File: src/design/mfr_pkg.sv
// Shared types and constants for the 3x3 RGB median filter.
// Holds the request, result and line store entry layouts and the register codes.
// No dependencies.
package mfr_pkg;

   localparam int PIX_W = 8;
   localparam int CH_NUM = 3;
   localparam int KSIZE = 3;
   localparam int CELL_NUM = KSIZE * KSIZE;

   localparam int WIDTH_REG_W = 11;
   localparam int HEIGHT_REG_W = 13;
   localparam int ROW_W = 13;
   localparam int CSR_INDEX_W = 4;
   localparam int CSR_DATA_W = 13;

   localparam logic [CSR_INDEX_W-1:0] REG_IMAGE_WIDTH = 4'd0;
   localparam logic [CSR_INDEX_W-1:0] REG_IMAGE_HEIGHT = 4'd1;

   localparam logic [WIDTH_REG_W-1:0] WIDTH_RESET = 11'd512;
   localparam logic [HEIGHT_REG_W-1:0] HEIGHT_RESET = 13'd512;
   localparam logic [HEIGHT_REG_W-1:0] MAX_HEIGHT = 13'd4096;

   typedef logic [PIX_W-1:0] sample_type;
   typedef logic [CH_NUM*PIX_W-1:0] pixel_type;
   typedef logic [CELL_NUM-1:0][PIX_W-1:0] cell_set_type;

   typedef struct packed {
      sample_type pix_ch0;
      sample_type pix_ch1;
      sample_type pix_ch2;
      logic       flush;
   } req_type;

   typedef struct packed {
      sample_type med_ch0;
      sample_type med_ch1;
      sample_type med_ch2;
      logic       row_end;
      logic       frame_end;
   } rsp_type;

   typedef struct packed {
      pixel_type upper;
      pixel_type middle;
   } line_type;

endpackage

File: src/design/mfr_median9.sv
// Median of nine 8-bit samples through a fixed compare-exchange network.
// Purely combinational; one instance serves one colour channel.
// Depends on mfr_pkg.
module mfr_median9 (
   input  mfr_pkg::cell_set_type cells,
   output mfr_pkg::sample_type   median
);
   import mfr_pkg::*;

   function automatic logic [2*PIX_W-1:0] sort_pair(input sample_type a, input sample_type b);
      if (a > b) begin
         return {b, a};
      end else begin
         return {a, b};
      end
   endfunction

   sample_type p [CELL_NUM];

   always_comb begin
      for (int i = 0; i < CELL_NUM; i++) begin
         p[i] = cells[i];
      end
      {p[1], p[2]} = sort_pair(p[1], p[2]);
      {p[4], p[5]} = sort_pair(p[4], p[5]);
      {p[7], p[8]} = sort_pair(p[7], p[8]);
      {p[0], p[1]} = sort_pair(p[0], p[1]);
      {p[3], p[4]} = sort_pair(p[3], p[4]);
      {p[6], p[7]} = sort_pair(p[6], p[7]);
      {p[1], p[2]} = sort_pair(p[1], p[2]);
      {p[4], p[5]} = sort_pair(p[4], p[5]);
      {p[7], p[8]} = sort_pair(p[7], p[8]);
      {p[0], p[3]} = sort_pair(p[0], p[3]);
      {p[5], p[8]} = sort_pair(p[5], p[8]);
      {p[4], p[7]} = sort_pair(p[4], p[7]);
      {p[3], p[6]} = sort_pair(p[3], p[6]);
      {p[1], p[4]} = sort_pair(p[1], p[4]);
      {p[2], p[5]} = sort_pair(p[2], p[5]);
      {p[4], p[7]} = sort_pair(p[4], p[7]);
      {p[4], p[2]} = sort_pair(p[4], p[2]);
      {p[6], p[4]} = sort_pair(p[6], p[4]);
      {p[4], p[2]} = sort_pair(p[4], p[2]);
   end

   assign median = p[4];

endmodule

File: config.mk
export PLATFORM = sky130hd
export DESIGN_NAME = mfr_median9
export DESIGN_NICKNAME = d
export VERILOG_FILES = /design/src/design/mfr_pkg.sv /design/src/design/mfr_median9.sv
export SDC_FILE = /design/constraint.sdc
export NUM_CORES = 1
export LEC_CHECK = 0
export ABC_AREA = 1
export BUFFER_PORTS_ARGS = -buffer_cell sky130_fd_sc_hd__buf_4
export CAP_MARGIN = 20
export CORE_MARGIN = 2
export CORE_UTILIZATION = 63
export DETAILED_ROUTE_END_ITERATION = 6
export PLACE_DENSITY_LB_ADDON = 0.2
export SETUP_SLACK_MARGIN = 0.02
export SYNTH_ARGS = -nofsm -noshare
export SYNTH_HDL_FRONTEND = slang
export SYNTH_SLANG_ARGS = --single-unit
File: constraint.sdc
create_clock -name vclk -period 20.1
set_input_delay 3.015 -clock vclk [all_inputs]
set_output_delay 3.015 -clock vclk [all_outputs]
set_load 0.005 [all_outputs]
Word level (Yosys, flattened, before mapping)
Index checks and enable logic that the tools add are counted.
{ "op_classes": {"order_cmp": 19, "muxes": 19} }
{ "op_table": {"columns": ["op", "n"], "rows": [
  ["16-bit two-way mux", 15],
  ["8-bit greater-than comparator", 19],
  ["8-bit two-way mux", 4]
]} }
{ "word_totals": {"ff_bits": 0, "out_inout_bits": 8} }

Logic depth before layout (Yosys ltp)
{ "logic_depth": {"ltp_word": 18, "ltp_mapped": 100, "mapped_depth_nobuf": 92} }

Worst setup path before layout
No wires, ideal clock.
{ "synth_path": {"kind": "input to output", "startpoint": "input port cells[47] (netlist name)", "endpoint": "output port median[5]", "arrival_time_ns": 15.046, "t_required_ns": 17.085, "slack_ns": 2.039, "stages": 78, "n_path_buf": 8, "path_cell_list": "inv_1 -> ha_1 -> a21o_1 -> nor2_1 -> nand2_2 -> nand2_2 -> clkbuf_1 -> clkbuf_1 -> o21ai_0 -> inv_1 -> ha_1 -> a21oi_1 -> nor2_1 -> a211oi_1 -> nand2_2 -> nand2_4 -> inv_1 -> buf_2 -> [... 42 more ...] -> o21ai_1 -> ha_1 -> a21oi_1 -> nor2_1 -> a211oi_1 -> nand2_4 -> nand2_4 -> nand2_2 -> and2_1 -> ha_1 -> nand2_1 -> o21ai_0 -> nand2_1 -> a32oi_1 -> inv_1 -> buf_1 -> or2_1 -> nand2_1"} }
{ "synth_between": {"elab_chain_len": 18, "elab_cells_between_ends": 26, "cone_classes": "order compare (13); mux (13)"} }
{ "synth_rtl": {"columns": ["element", "line", "rtl"], "rows": [
  ["from (decl)", "mfr_median9.sv:5", "input mfr_pkg::cell_set_type cells,"],
  ["8-bit greater-than comparator", "mfr_median9.sv:11", "if (a > b) begin"],
  ["16-bit two-way mux (*)", "mfr_median9.sv:11", null],
  ["8-bit greater-than comparator", "mfr_median9.sv:11", null],
  ["16-bit two-way mux", "mfr_median9.sv:11", null],
  ["8-bit greater-than comparator", "mfr_median9.sv:11", null],
  ["16-bit two-way mux", "mfr_median9.sv:11", null],
  ["8-bit greater-than comparator", "mfr_median9.sv:11", null],
  ["16-bit two-way mux", "mfr_median9.sv:11", null],
  ["[... 2 more ...]", null, null],
  ["8-bit greater-than comparator", "mfr_median9.sv:11", null],
  ["16-bit two-way mux", "mfr_median9.sv:11", null],
  ["8-bit greater-than comparator", "mfr_median9.sv:11", null],
  ["16-bit two-way mux", "mfr_median9.sv:11", null],
  ["8-bit greater-than comparator", "mfr_median9.sv:11", null],
  ["8-bit two-way mux", "mfr_median9.sv:11", null],
  ["8-bit greater-than comparator", "mfr_median9.sv:11", null],
  ["16-bit two-way mux (*)", "mfr_median9.sv:11", null],
  ["to (decl)", "mfr_median9.sv:6", "output mfr_pkg::sample_type median"]
]} }
Every way passes the cells marked *; elsewhere a longest branch is shown, timed or not.

Final worst setup path
{ "layout_path": {"startpoint": "input port cells[47] (netlist name)", "endpoint": "output port median[1]"} }
The elaborated chain is that of the path after synthesis.

==> results.toml <==
[synth]
synthTopCellsByArea = "ha_1, nand2_1, o21ai_0"
ys_seq_area_share_pct = 0
syn_avg_cell_area_um2 = 5.66
synth_top_area_share_pct = 29.3
yosys_warnings = 0
synth_cells = 1108
netlist_area_mm2 = 0.00627
synth_common_cells = "nand2_1, o21ai_0, ha_1"
synth_top_area_cell = "ha_1"
yosysMostFrequentCell = "nand2_1"
synth_nets = 1327
synth_cell_types = 33

[worst_setup_path]
critPathTopFamily = "simple AND/OR/NAND/NOR gates"
slowest_delay_ps = 480
worstPathRequired_ps = 17090
crit_fanout = 31
critPathKind = "input port to output port"
cp-end-kind = "output port"
cp.arrival_ps = 15740
start_kind = "input port"
cp_slowest_cell = "o21ai_0"
cp_common_cell = "nand2_1"
path_buf_inv = 15

[timing]
tightest_slew_ps = 945
setup-tns-final_ps = 0
finalHoldViolCount = 0
relSlewSlack_pct = 37.0
slew_viol_final = 0
finalCritPeriodShare_pct = 93.3
rsz0062_at_grt = "false"
setup-violations-final = 0
fin_crit_ps = 18750
setup_ws_ps = 1350
max_freq_mhz = 53.3

[global_routing]
grtUsageTotal_pct = 29.0
grt_max_degree = 33
antenna_found_initial = 0
gr-total-overflow = 0
grt_pass1_wl_mm = 27.1
grt_pass1_vias = 6179

[floorplan]
fp.dieArea_mm2 = 0.0108
die_h_um = 104
start_util_pct = 64.5
pin_count = 80
std_cell_rows = 36
die_w_um = 104
core_area_mm2 = 0.00973

[layout]
drive_gt1_share_pct = 14.3
nets = 1381
fin_area_mm2 = 0.00699
area_growth_pct = 11.4
antennaDiodeCount = 0
seq_area_um2 = 0
nClkBuffers = 0
seq_cell_count = 0

[place]
port_buffers = 80
pre_cts_ws_ps = 905
place_area_mm2 = 0.00694
gp_congestion = 1.01
hpwl_mm = 14.1

[clock_tree]
cts_setup_buffers = 0
ctsHoldBuffers = 0

[hold_path]
min_path_type = "input port to output port"

[run_status]
outcome = "finished, final reports clean"

[run]
maxCapViolations = 0

[route]
routed_via_density = 5.49
vias = 7096
drc_errors = 0
ant_nets = 0
first_iter_violations = 512
wirelength_mm = 15.9
wire_per_inst_um = 12.3
firstDrtPassIters = 5
==> layer usage <==
| layer | GRT usage (%) | up-vias | part of all wire, % |
|---|---|---|---|
| li1 | - | 3833 | - |
| met1 | 39.0 | 3055 | 46 |
| met2 | 51.4 | 192 | 45 |
| met3 | 1.13 | 16 | 5.8 |
| met4 | 6.18 | 0 | 2.5 |
| met5 | 0 | - | 0 |
==> layout by cell type (no fill, tap or decap), drive strengths merged <==
| master | instances |
|---|---|
| o21bai | 1 |
| and2 | 10 |
| o21a | 1 |
| nand3 | 39 |
| o211ai | 4 |
| clkinvlp | 3 |
| a21oi | 63 |
| clkinv | 1 |
| inv | 126 |
| a211oi | 12 |
| o21ai | 219 |
| or2 | 9 |
| nor2 | 49 |
| ha | 147 |
| nor4 | 2 |
| o31ai | 2 |
| a32oi | 5 |
| a21o | 2 |
| nand4 | 7 |
| buf | 85 |
| nand2 | 373 |
==> kinds of logic (layout without fill, tap and decap cells) <==
group,count (synthesis),in the layout,synth area share [%]
and+or+nand+nor,489,489,33.9
AOI/OAI and AO/OA,309,309,26.7
buffers and inverters,163,215,10.0
adders and majority gates,147,147,29.3
==> metrics by stage <==
| step | util [%] | std cells | hold WS, ps |
|---|---|---|---|
| 2_1_floorplan | - | 1108 | 6570 |
| 3_3_place_gp | 71.3 | 1293 | 6940 |
| 3_5_place_dp | 71.3 | 1293 | 6930 |
| 4_1_cts | 71.3 | 1293 | 6940 |
| 5_1_grt | 71.8 | 1293 | 7070 |
| 6_report | 71.8 | 1293 | 6940 |
==> timing repair <==
action | in CTS | in global routing
hold endpoints to repair | 0 | 0
resized for setup | 0 | 20
endpoints found under the setup margin | 0 | 8
==> final cells by class <==
class / count / area (um2)
fillers: 951 / 2740
inverters: 130 / 502
multi-input cells: 945 / 5680
well taps: 133 / 166
repair buffers: 85 / 638
==> path summary, 6_finish.rpt <==
path / startpoint / to / depth (start not counted)
min: cells[48] / median[0] / 8
max: cells[47] / median[1] / 74
Power is left out: the tool's default activity adds up to more than one toggle a clock period on the data nets, which glitch-free logic cannot reach.
